`config.mk`:
```
export PLATFORM = sky130hd
export DESIGN_NAME = pam_ring_cell
export DESIGN_NICKNAME = d
export VERILOG_FILES = /design/src/sv/pam_pkg.sv /design/src/sv/pam_ring_cell.sv
export SDC_FILE = /design/constraint.sdc
export NUM_CORES = 1
export LEC_CHECK = 0
export ABC_CLOCK_PERIOD_IN_PS = 3700
export BUFFER_PORTS_ARGS = -buffer_cell sky130_fd_sc_hd__buf_2
export CAP_MARGIN = 30
export CORE_MARGIN = 10
export CORE_UTILIZATION = 40
export CTS_CLUSTER_DIAMETER = 120
export DETAILED_ROUTE_END_ITERATION = 12
export PLACE_DENSITY = 0.64
export SYNTH_ARGS = -nofsm -noshare
export SYNTH_HDL_FRONTEND = slang
export SYNTH_SLANG_ARGS = --single-unit
```
`constraint.sdc`:
```
create_clock -name clk -period 3.7 [get_ports clk]
set_clock_uncertainty 0.05 [all_clocks]
set_input_delay 0.555 -clock clk [delete_from_list [all_inputs] [get_ports clk]]
set_output_delay 0.555 -clock clk [all_outputs]
set_load 0.03 [all_outputs]
```
`src/sv/pam_pkg.sv`:
```
// Shared types and codes for the polynomial add / multiply block.
// No dependencies; imported by every module of the block.
`default_nettype none

package pam_pkg;

    localparam int COEF_W = 32;

    typedef logic [COEF_W-1:0] coef_t;

    // Request kinds
    localparam logic [2:0] KIND_LOAD_FIRST  = 3'd0;
    localparam logic [2:0] KIND_LOAD_SECOND = 3'd1;
    localparam logic [2:0] KIND_SUM         = 3'd2;
    localparam logic [2:0] KIND_PRODUCT     = 3'd3;
    localparam logic [2:0] KIND_CLEAR       = 3'd4;

    typedef struct packed {
        logic clear;
        logic fwd;
        logic bwd;
    } ring_ctrl_t;

    typedef struct packed {
        logic fill;
        logic drain;
    } acc_ctrl_t;

    typedef struct packed {
        logic issue;
        logic hi;
        logic clear;
    } mac_ctrl_t;

endpackage

`default_nettype wire

```
`src/sv/pam_ring_cell.sv`:
```
// One coefficient cell of a polynomial store ring.
// Depends on pam_pkg.
`default_nettype none

module pam_ring_cell
(
    input  wire logic               clk,
    input  wire logic               rst_n,
    input  wire pam_pkg::ring_ctrl_t ctrl,
    input  wire logic               load,
    input  wire pam_pkg::coef_t     addend,
    input  wire pam_pkg::coef_t     from_up,
    input  wire pam_pkg::coef_t     from_dn,
    output pam_pkg::coef_t          value
);
    import pam_pkg::*;

    coef_t value_reg;
    coef_t value_next;

    always_comb
    begin
        value_next = value_reg;
        if (ctrl.clear)
        begin
            value_next = '0;
        end
        else if (load)
        begin
            value_next = value_reg + addend;
        end
        else if (ctrl.fwd)
        begin
            value_next = from_up;
        end
        else if (ctrl.bwd)
        begin
            value_next = from_dn;
        end
    end

    always_ff @(posedge clk or negedge rst_n)
    begin
        if (!rst_n)
        begin
            value_reg <= '0;
        end
        else
        begin
            value_reg <= value_next;
        end
    end

    assign value = value_reg;

endmodule

`default_nettype wire

```
==> results of run 1 <==
==> placed cells by master, fill, tap and decap left out, drive strengths merged, types with 3 or more instances in the layout <==
master  Yosys  routed
nand2b      3       3
or2         5       5
nor2b       3       3
a31oi       4       4
o21ai      32      32
mux2i      34      34
a21oi      59      59
ha         31      31
and4        3       3
nor2       40      40
nor3        3       3
inv        12      12
o22ai      10      10
a31o        3       3
o31ai       3       3
clkbuf     19       6
o41ai       3       3
nand2      41      41
dfrtp      32      32
o21bai      5       5
a32o        4       4
buf         6     136
nand4       4       4
xnor2      12      12
a211oi     10      10
and3        8       8
a21o       15      15
o21a        4       4
nand3      13      13
xor2        8       8
==> routing by layer <==
layer / global-route usage, % / part of all wire (%)
met5: 0 / 0
met3: 3.67 / 6.4
met2: 29.9 / 47
met1: 23.7 / 46
met4: 3.55 / 0.66
==> path summary, 6_finish.rpt <==
path | from | endpoint | slack [ps] | cells after the start
worst max-delay path | value[0]$_DFFE_PN0P_ | value[26]$_DFFE_PN0P_ | 750 | 11
worst min-delay path | rst_n | value[16]$_DFFE_PN0P_ | 300 | 1
worst max register to register | value[0]$_DFFE_PN0P_ | value[26]$_DFFE_PN0P_ | 750 | 11
worst min register to register | value[6]$_DFFE_PN0P_ | value[6]$_DFFE_PN0P_ | 460 | 2
max in group asynchronous | rst_n | value[13]$_DFFE_PN0P_ | 2790 | 1
min in group clk | value[6]$_DFFE_PN0P_ | value[6]$_DFFE_PN0P_ | 460 | 2
==> area by class of cell <==
cell class                 instances  share of cell area (%)
tap                              108                    3.03
clock inverter                     1                   0.112
sequential                        32                    18.0
clock buffer                       6                    1.63
timing repair buffer             136                    15.4
multi-input combinational        389                    60.8
inverter                          12                    1.01
==> power groups by stage <==
stage          Combinational (uW)  Clock, uW  Sequential [uW]
2_1_floorplan                 587          0              544
3_3_place_gp                  922          0              452
3_5_place_dp                  936          0              453
4_1_cts                       940        274              447
5_1_grt                      1040        290              453
6_report                      941        273              446
==> metrics by stage <==
stage	setup slack (ps)	total power (uW)	cell area [um2]	utilization [%]	hold slack, ps
final	749	1660	4460	50.6	300
after global placement	633	1370	4380	49.8	447
after floorplan	858	1130	3650	-	209
after CTS	751	1660	4460	50.6	336
after detailed placement	514	1390	4380	49.8	451
after global routing	576	1780	4460	50.6	356
==> cells by family (layout without fill, tap and decap cells) <==
family / after synthesis / after routing / synth area share (%)
XOR/XNOR: 20 / 20 / 4.79
AND/OR/NAND/NOR: 134 / 134 / 17.6
flip-flops: 32 / 32 / 21.9
AO/OA/AOI/OAI: 169 / 169 / 31.2
adder cells (fa/ha/maj): 32 / 32 / 11.2
buffers and inverters: 37 / 155 / 4.01
multiplexers: 34 / 34 / 9.31
==> results.toml, run 1 <==
[worst_setup_path]
cpLargestDelayFamily = "compound AO/OA/AOI/OAI gates"
crit_slowest_cell = "o311ai_4"
critPathKind = "register to register"
path_cells = "ha_1 > inv_1 > fa_1 > nor2b_4 > o21ai_2 > a21oi_2 > o211a_4 > o41ai_4 > o311ai_4 > mux2i_1 > or3_1"
critPathBufInv = 1
cp_max_fo = 6
cp.required_ps = 3820
worstPathArrival_ps = 3070
cp-end-kind = "register"
max_stage_delay_ps = 470
crit_path_start_kind = "register"

[route]
drc_errors = 0
first_pass_iters = 4
wl_per_cell_um = 18.1
via_per_inst = 5.70
dr.first_iter.drc_count = 204
dr_total_vias = 3897
routed_wl_um = 12400
ant_nets = 0

[final_layout]
regArea_um2 = 801
largest_reg_flops = 32
fin_cells = 684
multi_input_area_um2 = 2710
diodes = 0
fillCellCount = 874
fin_nets = 710
drive_above_1_share_pct = 29.0
syn2layout_area_growth_pct = 22.0

[logic_synthesis]
synth_area_per_cell_um2 = 7.98
ys.warnings.count = 0
syn-num-nets = 592
ys_seq_area_share_pct = 21.9
synth.cell_area_um2 = 3650
synth_most_common_cell = "a21oi_1"
yosys-top-cells-area = "dfrtp_1, ha_1, mux2i_1"
netlist_instances = 458
yosysTopAreaCellShare_pct = 21.9
synth_common_cells = "a21oi_1, nand2_1, nor2_1"
synth-edff-count = 0
yosysUniqueCellTypes = 65
ys.flop_type = "dfrtp_1"
synth_largest_area_cell = "dfrtp_1"
async_flop_share_pct = 100
synth-seq-cells = 32

[timing]
setup_tns_ps = 0
slew_violations = 0
slew_headroom_pct = 46.4
rsz0062_at_grt = "no"
fmax_mhz = 339
min_period_ps = 2950
hold_violations = 0
period_share_pct = 79.8
worst_pin_slew_ps = 804
final-setup-viol-count = 0

[power_and_ir_drop]
power.leakage_uw = 0.00233
ir_drop_v = 0.000135
swShare_pct = 45.5
seq_power_share_pct = 26.9
combPwrFrac_pct = 56.7
p_clk_share_pct = 16.4
powerDensity_nw_per_um2 = 372
p_switching_uw = 755
intPower_uw = 905

[die]
core_um2 = 8810
fp-row-count = 34
die_y_um = 116
die_area_um2 = 13400
initial_utilization_pct = 41.5
die_w_um = 116
io_pins = 134

[global_routing]
grt_overflow_total = 0
track_usage_pct = 18.0
antenna_found_initial = 0
grt_pass1_vias = 3996
grt_max_degree = 38
grt_pass1_wl_um = 19900

[cts]
cts_resized = 0
clk_pin_slew_ps = 80
cts_buffers = 5
hold_buffers = 0
postCtsSetupRepairBufs = 0
clock_path_buffers = 2
htree_num_levels = 2
clk-insertion-delay-late_ps = 290
cts_root_buffer = "clkbuf_8"
cts.sinks = 32
cts_tree = "done"

[placed_design]
dp_cells = 677
numPortBuffers = 133
gp_congestion = 0.912
dpl.hpwl_um = 9840

[outcome]
outcome = "complete, no violations"

[min_path]
hp-class = "input pin to async pin"

[job]
drv_cap = 0
Power figures use the tool's default switching activity.
==> run 2, diff against run 1 <==
--- a/config.mk
+++ b/config.mk
@@ -5,14 +5,15 @@
 export SDC_FILE = /design/constraint.sdc
 export NUM_CORES = 1
 export LEC_CHECK = 0
-export ABC_CLOCK_PERIOD_IN_PS = 3700
+export ABC_AREA = 1
+export ABC_CLOCK_PERIOD_IN_PS = 2600
 export BUFFER_PORTS_ARGS = -buffer_cell sky130_fd_sc_hd__buf_2
 export CAP_MARGIN = 30
 export CORE_MARGIN = 10
 export CORE_UTILIZATION = 40
 export CTS_CLUSTER_DIAMETER = 120
 export DETAILED_ROUTE_END_ITERATION = 12
-export PLACE_DENSITY = 0.64
+export PLACE_DENSITY = 0.65
 export SYNTH_ARGS = -nofsm -noshare
 export SYNTH_HDL_FRONTEND = slang
 export SYNTH_SLANG_ARGS = --single-unit
==> constraint.sdc (replaced) <==
create_clock -name clk -period 2.6 [get_ports clk]
set_clock_uncertainty 0.05 [all_clocks]
set_input_delay 0.39 -clock clk [delete_from_list [all_inputs] [get_ports clk]]
set_output_delay 0.39 -clock clk [all_outputs]
set_load 0.03 [all_outputs]
==> results.toml, run 2 <==
[job]
drv_cap = 0

[logic_synthesis]
synth-seq-cells = 32
yosysTopAreaCellShare_pct = 30.8
synth_most_common_cell = "nand2_1"
yosysUniqueCellTypes = 28
synth_common_cells = "nand2_1, inv_1, nand3_1"
ys.flop_type = "dfrtp_1"
synth.cell_area_um2 = 4210
synth_area_per_cell_um2 = 5.40
synth_largest_area_cell = "nand2_1"
syn-num-nets = 914
ys.warnings.count = 0
ys_seq_area_share_pct = 19.0
synth-edff-count = 0
yosys-top-cells-area = "nand2_1, dfrtp_1, inv_1"
async_flop_share_pct = 100
netlist_instances = 780

[final_layout]
syn2layout_area_growth_pct = 21.8
final_cell_mix = "nand2_1, buf_2, inv_1"
final_common_cell = "nand2_1"
largest_reg_flops = 32
diodes = 0
fin_nets = 1042
drive_above_1_share_pct = 17.3
fin_cells = 1045

[timing]
slew_headroom_pct = 42.8
fmax_mhz = 432
min_period_ps = 2310
period_share_pct = 89.0
final-setup-viol-count = 0
worst_pin_slew_ps = 859
slew_violations = 0
setup_tns_ps = 0
rsz0062_at_grt = "no"
hold_violations = 0

[route]
dr.first_iter.drc_count = 407
drc_errors = 0
dr_total_vias = 5040
wl_per_cell_um = 14.8
ant_nets = 0
via_per_inst = 4.82
first_pass_iters = 5
routed_wl_um = 15500

[global_routing]
antenna_found_initial = 0
grt_overflow_total = 0
track_usage_pct = 20.3
grt_max_degree = 37
grt_pass1_wl_um = 24400
grt_pass1_vias = 4861

[cts]
htree_num_levels = 2
cts_root_buffer = "clkbuf_8"
clk-insertion-delay-late_ps = 310
cts_tree = "done"
clk_pin_slew_ps = 90
postCtsSetupRepairBufs = 0
cts.sinks = 32
cts_buffers = 5
clock_path_buffers = 2
hold_buffers = 0
cts_resized = 0

[outcome]
outcome = "complete, no violations"

[placed_design]
numPortBuffers = 133
gp_congestion = 0.913
dpl.hpwl_um = 12700
dp_cells = 1037

[die]
die_w_um = 123
die_area_um2 = 15000
io_pins = 134
die_y_um = 123
core_um2 = 10300
initial_utilization_pct = 41.0
fp-row-count = 37

[worst_setup_path]
worstPathArrival_ps = 2460
critPathKind = "register to register"
cp.required_ps = 2750
crit_path_start_kind = "register"
cp_max_fo = 5
cp-end-kind = "register"
r2r_cells = 13

[min_path]
hp-class = "input pin to async pin"

[power_and_ir_drop]
power.leakage_uw = 0.00325
ir_drop_v = 0.000216
powerDensity_nw_per_um2 = 472
total_power_uw = 2420
-- run 2: cell types whose count changed in the layout (fill, tap and decap cells not counted), moves of 5 or more --
cell | before | now
nand3_1 | 13 | 64
and3_1 | 6 | 0
xnor2_1 | 12 | 0
o22ai_1 | 10 | 0
a211oi_1 | 10 | 0
nor2_1 | 40 | 54
mux2i_1 | 34 | 0
o21ai_0 | 29 | 13
a21o_1 | 15 | 1
buf_4 | 3 | 8
a21oi_1 | 58 | 50
inv_1 | 12 | 127
nand2_1 | 41 | 346
-- run 2: cell type report --
cell class                 instances  area [um2]
sequential                        32         801
clock inverter                     3        42.5
timing repair buffer             141         726
fill                            1173        5150
inverter                         128         480
multi-input combinational        600        2840
clock buffer                       5        68.8
tap                              136         170
-- run 2: worst paths after layout --
| path | end | from | slack (ps) |
|---|---|---|---|
| hold reg to reg | value[14]$_DFFE_PN0P_ | value[14]$_DFFE_PN0P_ | 460 |
| max in group asynchronous | value[8]$_DFFE_PN0P_ | rst_n | 1820 |
| setup / recovery | value[16]$_DFFE_PN0P_ | value[0]$_DFFE_PN0P_ | 290 |
| min in group clk | value[7]$_DFFE_PN0P_ | from_dn[7] | 370 |
| hold / removal | value[0]$_DFFE_PN0P_ | rst_n | 130 |
| setup reg to reg | value[16]$_DFFE_PN0P_ | value[0]$_DFFE_PN0P_ | 290 |
-- run 2: layer usage --
metal | global-route usage [%] | up-vias | part of all wire [%] | routed length [um]
li1 | - | 2660 | - | -
met1 | 27.9 | 2160 | 48 | 7450
met2 | 30.4 | 209 | 41 | 6310
met3 | 6.52 | 11 | 10 | 1570
met4 | 4.20 | 0 | 0.98 | 151
met5 | 0 | - | 0 | 0
-- run 2: logic make-up after synthesis --
group	count (synthesis)	share of synthesized area [%]
simple gates	480	46.0
buf+inv	148	13.5
compound gates	84	11.0
fa+ha+maj	32	9.69
flops	32	19.0
xor+xnor	4	0.832
-- run 2: critical path, stage by stage (launching register included) --
cell and delay (ps):
dfrtp_1 390, ha_1 270, inv_1 80, fa_1 350, inv_1 130, nand2_1 100
o21ai_2 210, a21oi_1 140, nor2_1 160, nor2_1 60, nand2_1 70, nand3_1 70
nand2_1 80, nand2_1 50
-- run 2: through the flow --
| stage | setup slack, ps | hold WS, ps | instance area, um2 | util (%) |
|---|---|---|---|---|
| after floorplan | 427 | 44.4 | 4210 | - |
| after global placement | 323 | 442 | 5020 | 48.8 |
| after detailed placement | 273 | 450 | 5020 | 48.8 |
| after CTS | 330 | 154 | 5130 | 49.9 |
| after global routing | 52.8 | 187 | 5130 | 49.9 |
| final | 285 | 133 | 5130 | 49.9 |
-- run 2: report_power, final --
part / internal [uW] / switching (uW) / leakage (uW) / total [uW]
combinational: 432 / 848 / 0.00279 / 1280
clock: 284 / 241 / 0.0000541 / 525
sequential: 557 / 58.8 / 0.000411 / 616
