===== src/sv/pam_pkg.sv =====
// Shared types and codes for the polynomial add / multiply block.
// No dependencies; imported by every module of the block.
`default_nettype none

package pam_pkg;

    localparam int COEF_W = 32;

    typedef logic [COEF_W-1:0] coef_t;

    // Request kinds
    localparam logic [2:0] KIND_LOAD_FIRST  = 3'd0;
    localparam logic [2:0] KIND_LOAD_SECOND = 3'd1;
    localparam logic [2:0] KIND_SUM         = 3'd2;
    localparam logic [2:0] KIND_PRODUCT     = 3'd3;
    localparam logic [2:0] KIND_CLEAR       = 3'd4;

    typedef struct packed {
        logic clear;
        logic fwd;
        logic bwd;
    } ring_ctrl_t;

    typedef struct packed {
        logic fill;
        logic drain;
    } acc_ctrl_t;

    typedef struct packed {
        logic issue;
        logic hi;
        logic clear;
    } mac_ctrl_t;

endpackage

`default_nettype wire


===== src/sv/pam_mac.sv =====
// Shared multiply-accumulate unit: registered product, low and high accumulators.
// Depends on pam_pkg.
`default_nettype none

module pam_mac
(
    input  wire logic              clk,
    input  wire logic              rst_n,
    input  wire pam_pkg::mac_ctrl_t ctrl,
    input  wire pam_pkg::coef_t    a,
    input  wire pam_pkg::coef_t    b,
    output pam_pkg::coef_t         acc_lo,
    output pam_pkg::coef_t         acc_hi
);
    import pam_pkg::*;

    coef_t prod_reg;
    logic  prod_hi_reg;
    logic  prod_valid_reg;
    coef_t acc_lo_reg;
    coef_t acc_lo_next;
    coef_t acc_hi_reg;
    coef_t acc_hi_next;
    coef_t add_lo;
    coef_t add_hi;

    always_comb
    begin
        add_lo = (prod_valid_reg && !prod_hi_reg) ? prod_reg : '0;
        add_hi = (prod_valid_reg && prod_hi_reg) ? prod_reg : '0;
        acc_lo_next = (ctrl.clear ? '0 : acc_lo_reg) + add_lo;
        acc_hi_next = (ctrl.clear ? '0 : acc_hi_reg) + add_hi;
    end

    always_ff @(posedge clk or negedge rst_n)
    begin
        if (!rst_n)
        begin
            prod_valid_reg <= 1'b0;
        end
        else
        begin
            prod_valid_reg <= ctrl.issue;
        end
    end

    // low 32 bits only: wraps as 32-bit integer arithmetic
    always_ff @(posedge clk)
    begin
        prod_reg    <= a * b;
        prod_hi_reg <= ctrl.hi;
        acc_lo_reg  <= acc_lo_next;
        acc_hi_reg  <= acc_hi_next;
    end

    assign acc_lo = acc_lo_reg;
    assign acc_hi = acc_hi_reg;

endmodule

`default_nettype wire


===== config.mk =====
export PLATFORM = sky130hd
export DESIGN_NAME = pam_mac
export DESIGN_NICKNAME = d
export VERILOG_FILES = /design/src/sv/pam_pkg.sv /design/src/sv/pam_mac.sv
export SDC_FILE = /design/constraint.sdc
export NUM_CORES = 1
export LEC_CHECK = 0
export BUFFER_PORTS_ARGS = -buffer_cell sky130_fd_sc_hd__clkbuf_2
export CAP_MARGIN = 20
export CORE_MARGIN = 8
export CORE_UTILIZATION = 34
export DETAILED_ROUTE_END_ITERATION = 10
export RECOVER_POWER = 50
export SYNTH_ARGS = -nofsm -noshare
export SYNTH_HDL_FRONTEND = slang
export SYNTH_SLANG_ARGS = --single-unit

===== constraint.sdc =====
create_clock -name clk -period 3.36 [get_ports clk]
set_input_delay 0.168 -clock clk [delete_from_list [all_inputs] [get_ports clk]]
set_output_delay 0.168 -clock clk [all_outputs]
set_load 0.1 [all_outputs]

==> results of run 1 <==
-- stage by stage --
step	std cells	utilization, %	instance area, um2	hold slack [ns]
after CTS	3536	42.1	26400	0.110
final	3551	42.6	26800	0.137
after global placement	3498	39.8	25000	-0.0565
after detailed placement	3498	39.8	25000	-0.0516
after floorplan	2392	-	21900	-0.128
after global routing	3551	42.6	26800	0.126
-- Yosys cell counts, types with 38 or more instances --
master,number,area share (%)
nand2_1,263,4.6
a21oi_1,72,1.7
inv_1,416,7.3
dfxtp_1,97,9.0
clkbuf_1,104,1.8
and2_1,339,9.9
nor2_1,49,0.86
ha_1,185,11
xnor2_1,108,4.4
nor2b_1,70,2.0
fa_1,410,38
o21ai_0,38,0.88
-- area by class of cell --
cell class	instances	area, um2
clock buffers	10	229
clock inverters	4	53.8
fillers	6214	36100
inverters	417	1570
multi-input cells	1773	18600
flip-flops and latches	98	1970
well taps	846	1060
repair buffers	403	3340
-- layout by cell type, fill, tap and decap left out, drive strengths merged, types with 3 or more instances in the layout --
cell and n:
nor2 49, fa 410, nand3 14, o31a 3, buf 267, a21oi 76
a221oi 3, dlygate4sd3 3, and2 339, o21bai 11, a311o 4, nor3 11
xor2 28, dfxtp 97, o21a 14, inv 418, ha 185, nand2b 9
and3 37, nand4 6, o211ai 6, a21o 31, clkbuf 142, a31oi 10
nand2 263, xnor2 108, nor2b 70, a211oi 8, o21ai 47
-- worst paths after layout --
| kind | from | endpoint | slack [ns] | depth (start not counted) |
|---|---|---|---|---|
| setup reg to reg | prod_valid_reg$_DFF_PN0_ | acc_lo[26]$_DFF_P_ | -0.03 | 14 |
| min in group clk | ctrl[0] | acc_hi[0]$_DFF_P_ | 0.25 | 3 |
| hold / removal | rst_n | prod_valid_reg$_DFF_PN0_ | 0.14 | 2 |
| max in group asynchronous | rst_n | prod_valid_reg$_DFF_PN0_ | 3.14 | 2 |
| setup / recovery | a[7] | prod_reg[31]$_DFF_P_ | -2.72 | 23 |
| hold reg to reg | prod_reg[31]$_DFF_P_ | acc_lo[31]$_DFF_P_ | 0.65 | 3 |
-- what timing repair did --
item	in CTS	in global routing
pin swaps	133	63
gates resized for setup	184	77
hold buffers	3	0
gates cloned	4	1
endpoints found under the setup margin	27	39
buffers inserted	17	17
endpoints found under the hold margin	3	0
-- metal layers --
layer	vias to the layer above	track usage [%]	routed length, um
li1	7910	-	-
met1	8318	23.4	27900
met2	471	28.4	28100
met3	85	3.03	4090
met4	0	4.30	1440
met5	-	0	0
-- kinds of logic (layout without fill, tap and decap cells) --
| kind of cell | Yosys count | count (layout) | share of synthesized area, % |
|---|---|---|---|
| and+or+nand+nor | 808 | 808 | 19.8 |
| adders and majority gates | 595 | 595 | 48.9 |
| buffers and inverters | 521 | 834 | 9.09 |
| AOI/OAI and AO/OA | 233 | 233 | 7.47 |
| xor gates and xnor gates | 136 | 136 | 5.54 |
| DFF | 98 | 98 | 9.14 |
| muxes | 1 | 1 | 0.0465 |
-- critical path: stages --
cell	delay, ns
clkbuf_16	0.15
buf_12	0.13
and2_4	0.13
fa_1	0.57
inv_2	0.05
fa_1	0.48
inv_1	0.05
fa_1	0.46
fa_1	0.56
inv_2	0.04
fa_1	0.55
fa_1	0.46
fa_1	0.55
fa_2	0.43
xnor2_4	0.22
xnor2_2	0.16
xnor2_1	0.15
xnor2_1	0.10
xnor2_1	0.29
xnor2_2	0.19
xnor2_1	0.11
buf_4	0.17
xnor2_2	0.13
==> qor.csv, run 1 <==
stage;metric;value;unit
sta;fin_crit;6.08;ns
outcome;violations;negative setup slack;
routing;ant_nets;0;
sta;fin_skew;0.00868;ns
sta;slew_violations;0;
placement;port_buffers;132;
placement;gp_congestion;0.920;
placement;dp_hpwl;51900;um
min_path;hp-class;in -> async;
routing;drc;0;
logic_synthesis;synth_cells;2392;
logic_synthesis;synth-edff-count;0;
grt;antenna_found_initial;2;
final_layout;diodes;0;
floorplanning;die_y;268;um
cts;cts_buffers;9;
floorplanning;die_w;268;um
cts;h-tree-depth;3;
grt;grt_max_degree;31;
grt;grtUsageTotal;17.3;%
logic_synthesis;ys_warn_count;0;
routing;via_count;16800;
cts;cts.sinks;98;
placement;dp_worst_setup_slack;-3.45;ns
grt;grt.overflow.total;0;
final_layout;areaGrowthSynthToFinish;24.6;%
cts;cts_tree;built;
logic_synthesis;ys_seq_elements;98;
setup_path;cp-end-kind;flop;
logic_synthesis;ys_seq_area_share;9.14;%
cts;clock_latency;0.35;ns
sta;finalHoldViolations;0;
logic_synthesis;async_flop_share;1.02;%
floorplanning;die_area;71600;um2
setup_path;start_kind;input pin;
cts;root_buffer;clkbuf_16;
logic_synthesis;syn_area;21500;um2
setup_path;critical_path_class;in -> reg;
setup_path;cp.required;3.59;ns
logic_synthesis;synth_nets;3056;
grt;grt_pass1_wl;99000;um
floorplanning;rows;92;
floorplanning;num_io_pins;133;
cts;clk_pin_slew;0.06;ns
floorplanning;start_util;34.2;%
logic_synthesis;synthFlopType;dfxtp_1;
logic_synthesis;avgSynthCellArea;8.99;um2
sta;worst_slack;-2.72;ns
setup_path;cp_max_fo;6;
grt;grt_pass1_vias;18500;
routing;firstDrtPassIters;5;
sta;finalCritPeriodShare;181;%
job;cap_violations;0;
routing;wirelength;61500;um
final_layout;nets;3366;
routing;routedWlPerCell;17.3;um
final_layout;drive_above_1_share;20.0;%
sta;setup_tns;-48.95;ns
routing;viasPerCell;4.73;
sta;rsz0062_at_grt;yes;
sta;relSlewSlack;17.5;%
logic_synthesis;ys_types;66;
routing;drtIter0Drc;1145;
cts;cts.path.max_buffers;2;
outcome;status;finished with violations;
sta;setup_viol;27;
setup_path;worstPathArrival;6.31;ns
sta;tightestPinTransition;1.24;ns
sta;max_freq;165;MHz
floorplanning;core_area;62900;um2
Power of run 1 is left out: the tool's default activity adds up to more than one toggle a clock period on the data nets, which glitch-free logic cannot reach.
==> inputs of run 2 (changes only) <==
--- a/config.mk
+++ b/config.mk
@@ -9,5 +9,5 @@
 export CAP_MARGIN = 20
 export CORE_MARGIN = 8
-export CORE_UTILIZATION = 34
+export CORE_UTILIZATION = 45
 export DETAILED_ROUTE_END_ITERATION = 10
 export RECOVER_POWER = 50
==> constraint.sdc (replaced) <==
create_clock -name clk -period 3.36 [get_ports clk]
set_input_delay 0.168 -clock clk [delete_from_list [all_inputs] [get_ports clk]]
set_output_delay 0.168 -clock clk [all_outputs]
set_load 0.02 [all_outputs]
==> run 2 against run 1 <==
Against the previous run: clock skew increased by 0.0029 ns; largest cell class unchanged; first-iteration DRC count decreased by 32%; the run still ends with negative setup slack left; register-to-register slack improved by 0.15 ns; cell area increased by 0.83%; global-route usage increased by 4.4 points; critical path type unchanged; clock-buffer cell count decreased by 1; critical path depth unchanged; core utilization increased by 14 points; die area decreased by 23%; sequential share of layout area decreased by 0.051 points; worst hold slack got worse by 0.0068 ns; highest routed layer unchanged; fmax increased by 2.4%.
==> qor.csv, run 2 (synthesis gave the netlist of run 1 again) <==
stage;metric;value;unit
sta;setup_viol;25;
grt;grt.overflow.total;0;
floorplanning;num_io_pins;133;
final_layout;diodes;0;
setup_path;ff2ff_path_depth;14;
setup_path;r2r-end;acc_lo[24]$_DFF_P_;
floorplanning;die_area;55100;um2
routing;firstDrtPassIters;5;
final_layout;instances_no_fill;3346;
final_layout;nFillCells;4233;
placement;placedCellCount;3281;
final_layout;drive_above_1_share;21.8;%
grt;grtUsageTotal;21.7;%
setup_path;path_cells;clkbuf_16, buf_12, and2_4, fa_1, inv_1, fa_1, fa_2, fa_1, inv_1, fa_1, ha_2, fa_1, fa_1, ha_4, and3_4, a31oi_4, o21ai_2, a31oi_4, o21ai_4, a221oi_4, inv_2, a41o_1, xor2_1;
sta;rsz0062_at_grt;yes;
grt;grt_max_degree;33;
setup_path;regToRegSetupSlack;0.12;ns
sta;worst_slack;-2.58;ns
placement;port_buffers;132;
placement;dp_hpwl;50600;um
setup_path;critical_path_class;in -> reg;
sta;max_freq;168;MHz
cts;cts.path.max_buffers;2;
routing;wirelength;60100;um
grt;antenna_found_initial;0;
cts;root_buffer;clkbuf_16;
setup_path;worstReg2RegStart;prod_valid_reg$_DFF_PN0_;
routing;routedWlPerCell;18.0;um
setup_path;cp-end-kind;flop;
setup_path;cp_common_cell;fa_1;
sta;fin_crit;5.94;ns
sta;relSlewSlack;69.9;%
final_layout;layout_commonest_cell;inv_1;
grt;grt_pass1_vias;18400;
sta;fin_skew;0.0116;ns
job;cap_violations;0;
routing;viasPerCell;4.98;
floorplanning;core_area;47400;um2
sta;slew_violations;0;
cts;cts.sinks;98;
final_layout;nets;3390;
setup_path;slowest_stage;fa_1;
cts;cts_tree;built;
outcome;violations;negative setup slack;
setup_path;cp_max_fo;4;
cts;clk_pin_slew;0.07;ns
floorplanning;start_util;45.3;%
routing;ant_nets;0;
sta;finalHoldViolations;0;
final_layout;areaGrowthSynthToFinish;25.6;%
floorplanning;rows;80;
routing;via_count;16700;
setup_path;worstPathArrival;6.18;ns
routing;drtIter0Drc;777;
floorplanning;die_w;235;um
final_layout;final_cell_mix;inv_1 (389), fa_1 (377), and2_1 (304);
sta;tightestPinTransition;0.447;ns
grt;grt_pass1_wl;97700;um
routing;drc;0;
cts;clock_latency;0.35;ns
floorplanning;die_y;235;um
setup_path;start_kind;input pin;
setup_path;cp_slowest_stage_delay;0.54;ns
setup_path;cp.required;3.60;ns
cts;cts_buffers;9;
setup_path;startpoint;a[13];
sta;finalCritPeriodShare;177;%
min_path;hp-class;in -> async;
cts;h-tree-depth;3;
outcome;status;finished with violations;
placement;gp_congestion;0.898;
placement;dp_worst_setup_slack;-3.39;ns
## run 2: changes by cell type in the layout (fill, tap and decap cells not counted), sizes merged
cell and delta:
buf +29, bufbuf -1, clkbuf -5, clkinv +1, clkinvlp -2, inv +4
## run 2: layout make-up
type	instances	area, um2	area share (%)
Multi-Input combinational cell	1773	18700	69.4
Timing Repair Buffer	427	3650	13.5
Sequential cell	98	1970	7.29
Inverter	417	1570	5.79
Tap cell	615	769	2.85
Clock buffer	9	225	0.834
Clock inverter	7	92.6	0.343
## run 2: layer usage
| layer | part of all wire [%] | track usage, % | wire [um] | vias to the layer above |
|---|---|---|---|---|
| met5 | 0 | 0 | 0 | - |
| met4 | 1.6 | 4.40 | 988 | 0 |
| met3 | 4.5 | 2.31 | 2730 | 53 |
| met2 | 47 | 35.9 | 28000 | 373 |
| met1 | 47 | 30.6 | 28400 | 8277 |
| li1 | - | - | - | 7962 |
## run 2: worst max-delay path by stage
stage | to | slack [ns]
2_1_floorplan | prod_reg[28]$_DFF_P_ | -2.66
3_3_place_gp | prod_reg[31]$_DFF_P_ | -3.42
3_5_place_dp | prod_reg[31]$_DFF_P_ | -3.39
4_1_cts | prod_reg[31]$_DFF_P_ | -2.60
5_1_grt | prod_reg[31]$_DFF_P_ | -2.75
6_report | prod_reg[28]$_DFF_P_ | -2.58
## run 2: what timing repair did
item                                    CTS  global route
pin swaps                               114           119
hold buffers                              3             0
setup buffers                            20            24
endpoints found under the setup margin   27            39
cloned                                    3             1
gates resized for setup                 183           126
hold endpoints to repair                  3             0
## run 2: metrics by stage
| step | util, % | hold slack [ns] | TNS, ns | area (um2) |
|---|---|---|---|---|
| detailed placement | 52.5 | -0.0550 | -64.77 | 24900 |
| floorplan | - | -0.128 | -51.03 | 21900 |
| global placement | 52.5 | -0.0565 | -62.79 | 24900 |
| global route | 56.9 | 0.137 | -52.96 | 27000 |
| finish | 56.9 | 0.130 | -49.73 | 27000 |
| CTS | 55.5 | 0.106 | -50.13 | 26400 |
## run 2: critical path: cells and delay by family
kind                       cells  cell delay [ns]
AOI/OAI and AO/OA              6             1.04
xor gates and xnor gates       1             0.14
buffers and inverters          5             0.44
adders and majority gates      9             4.04
and+or+nand+nor                2             0.32
Power of run 2 is left out for the same reason.
==> inputs of run 3 (changes only) <==
ABC_AREA = 1   (was default)
==> run 3 against run 2 <==
Against the previous run: the run still ends with negative setup slack left; sequential cell count unchanged; wire length up 21%; first-iteration DRC count up 42%; clock-buffer cell count up 2; highest routed layer unchanged.
==> qor.csv, run 3 <==
stage;metric;value;unit
routing;viasPerCell;4.83;
logic_synthesis;synth_cells;3216;
logic_synthesis;avgSynthCellArea;7.23;um2
floorplanning;die_y;243;um
sta;setup_viol;26;
logic_synthesis;synthFlopType;dfxtp_1;
setup_path;cp.required;3.61;ns
cts;cts.path.max_buffers;2;
routing;wirelength;72600;um
grt;grt.overflow.total;0;
cts;clk_pin_slew;0.07;ns
routing;routedWlPerCell;17.0;um
floorplanning;start_util;45.4;%
setup_path;start_kind;input pin;
logic_synthesis;async_flop_share;1.02;%
final_layout;nets;4241;
placement;gp_congestion;0.945;
placement;port_buffers;132;
routing;via_count;20600;
final_layout;final_cell_mix;inv_1 (869), nand2_1 (801), fa_1 (348);
routing;firstDrtPassIters;5;
routing;ant_nets;0;
grt;grt_pass1_vias;21900;
sta;finalCritPeriodShare;171;%
logic_synthesis;ys_seq_area_share;8.46;%
floorplanning;die_area;59200;um2
logic_synthesis;yosys.area.top_type;fa_1;
floorplanning;die_w;243;um
setup_path;critical_path_class;in -> reg;
cts;clock_latency;0.36;ns
grt;grtUsageTotal;24.0;%
cts;cts.sinks;98;
sta;finalHoldViolations;0;
sta;fin_crit;5.76;ns
routing;drc;0;
logic_synthesis;ys_types;51;
logic_synthesis;ys_top_cells_by_count;inv_1 (944), nand2_1 (849), fa_1 (410);
setup_path;cp_max_fo;5;
logic_synthesis;synthTopCellsByArea;fa_1 (35%), inv_1 (15%), nand2_1 (14%);
routing;drtIter0Drc;1105;
outcome;status;finished with violations;
logic_synthesis;synth_nets;3880;
min_path;hp-class;in -> async;
cts;h-tree-depth;3;
placement;dp_hpwl;61600;um
sta;worst_slack;-2.40;ns
outcome;violations;negative setup slack;
grt;grt_pass1_wl;115000;um
final_layout;layout_commonest_cell;inv_1;
floorplanning;num_io_pins;133;
setup_path;cp-end-kind;flop;
sta;max_freq;174;MHz
final_layout;diodes;0;
sta;fin_skew;0.00842;ns
logic_synthesis;ys_seq_elements;98;
job;cap_violations;0;
sta;rsz0062_at_grt;yes;
final_layout;areaGrowthSynthToFinish;27.7;%
logic_synthesis;synth_top_area_share;35.3;%
grt;grt_max_degree;58;
sta;tightestPinTransition;0.892;ns
logic_synthesis;yosysMostFrequentCell;inv_1;
cts;cts_tree;built;
sta;relSlewSlack;40.5;%
floorplanning;rows;83;
placement;dp_worst_setup_slack;-3.00;ns
final_layout;drive_above_1_share;21.4;%
logic_synthesis;ys_warn_count;0;
floorplanning;core_area;51200;um2
cts;cts_buffers;9;
sta;slew_violations;0;
cts;root_buffer;clkbuf_16;
logic_synthesis;syn_area;23200;um2
setup_path;startpoint;a[14];
setup_path;worstReg2RegStart;prod_valid_reg$_DFF_PN0_;
setup_path;worstPathArrival;6.01;ns
grt;antenna_found_initial;0;
logic_synthesis;synth-edff-count;0;
[run 3: cell types whose count changed in the layout (fill, tap and decap cells not counted), moves of 33 or more]
cell,change
xnor2_1,-76
nor2b_1,-69
and2_4,-34
inv_2,+47
nor2_1,+133
and3_1,-33
nand2_1,+544
inv_1,+480
nand3_1,+49
and2_1,-303
[run 3: routing by layer]
metal	wire length, um	global-route usage, %
met1	29600	28.7
met2	37800	44.6
met3	2950	2.57
met4	2290	7.76
met5	0	0
[run 3: timing repair]
action | CTS | global route
endpoints found under the setup margin | 26 | 26
pin swaps | 141 | 135
endpoints found under the hold margin | 3 | 0
hold buffers | 3 | 0
setup buffers | 38 | 19
cloned | 2 | 3
resized for setup | 279 | 214
[run 3: worst paths after layout]
| path | cells past startpoint | slack (ns) | endpoint |
|---|---|---|---|
| worst max-delay path | 24 | -2.40 | prod_reg[31]$_DFF_P_ |
| worst min-delay path | 2 | 0.11 | prod_valid_reg$_DFF_PN0_ |
| worst max register to register | 15 | 0.57 | acc_lo[24]$_DFF_P_ |
| worst min register to register | 3 | 0.60 | acc_lo[0]$_DFF_P_ |
| max in group asynchronous | 2 | 3.17 | prod_valid_reg$_DFF_PN0_ |
| min in group clk | 3 | 0.24 | acc_hi[0]$_DFF_P_ |
[run 3: logic make-up (layout without fill, tap and decap cells)]
family	after synthesis	after routing	share of synthesized area, %
XOR/XNOR	83	83	3.13
AO/OA/AOI/OAI	214	214	5.78
buffers and inverters	1065	1431	17.5
flip-flops	98	98	8.46
adder cells (fa/ha/maj)	595	595	45.3
AND/OR/NAND/NOR	1161	1161	19.8
[run 3: critical path, stage by stage]
cell and delay (ns):
clkbuf_16 0.14, nand2_4 0.06, inv_2 0.03, fa_1 0.54
inv_2 0.04, fa_1 0.47, fa_1 0.54, fa_1 0.52
inv_2 0.04, fa_1 0.51, inv_1 0.06, fa_1 0.50
inv_2 0.04, fa_2 0.53, fa_1 0.44, ha_4 0.33
nand2_2 0.11, nor4_2 0.20, buf_4 0.16, nand4_1 0.11
nand3_2 0.16, a31oi_4 0.11, nand3_1 0.10, nand2_1 0.06
[run 3: final cells by class]
type | count | area (um2)
clock buffer | 11 | 243
clock inverter | 5 | 85.1
fill | 4679 | 21500
inverter | 948 | 3570
multi-input combinational | 2053 | 18800
sequential | 98 | 1970
tap | 680 | 851
timing repair buffer | 467 | 4160
[run 3: through the flow]
stage	util, %	hold WS [ns]	instance area [um2]	setup TNS, ns	std cells
after global placement	52.8	-0.0572	27000	-63.84	4187
after detailed placement	52.8	-0.0562	27000	-64.53	4187
final	58.0	0.109	29700	-48.12	4262
after global routing	58.0	0.110	29700	-51.57	4262
after CTS	56.4	0.0984	28900	-47.29	4243
after floorplan	-	-0.128	24100	-46.15	3216
Power of run 3 is left out for the same reason.
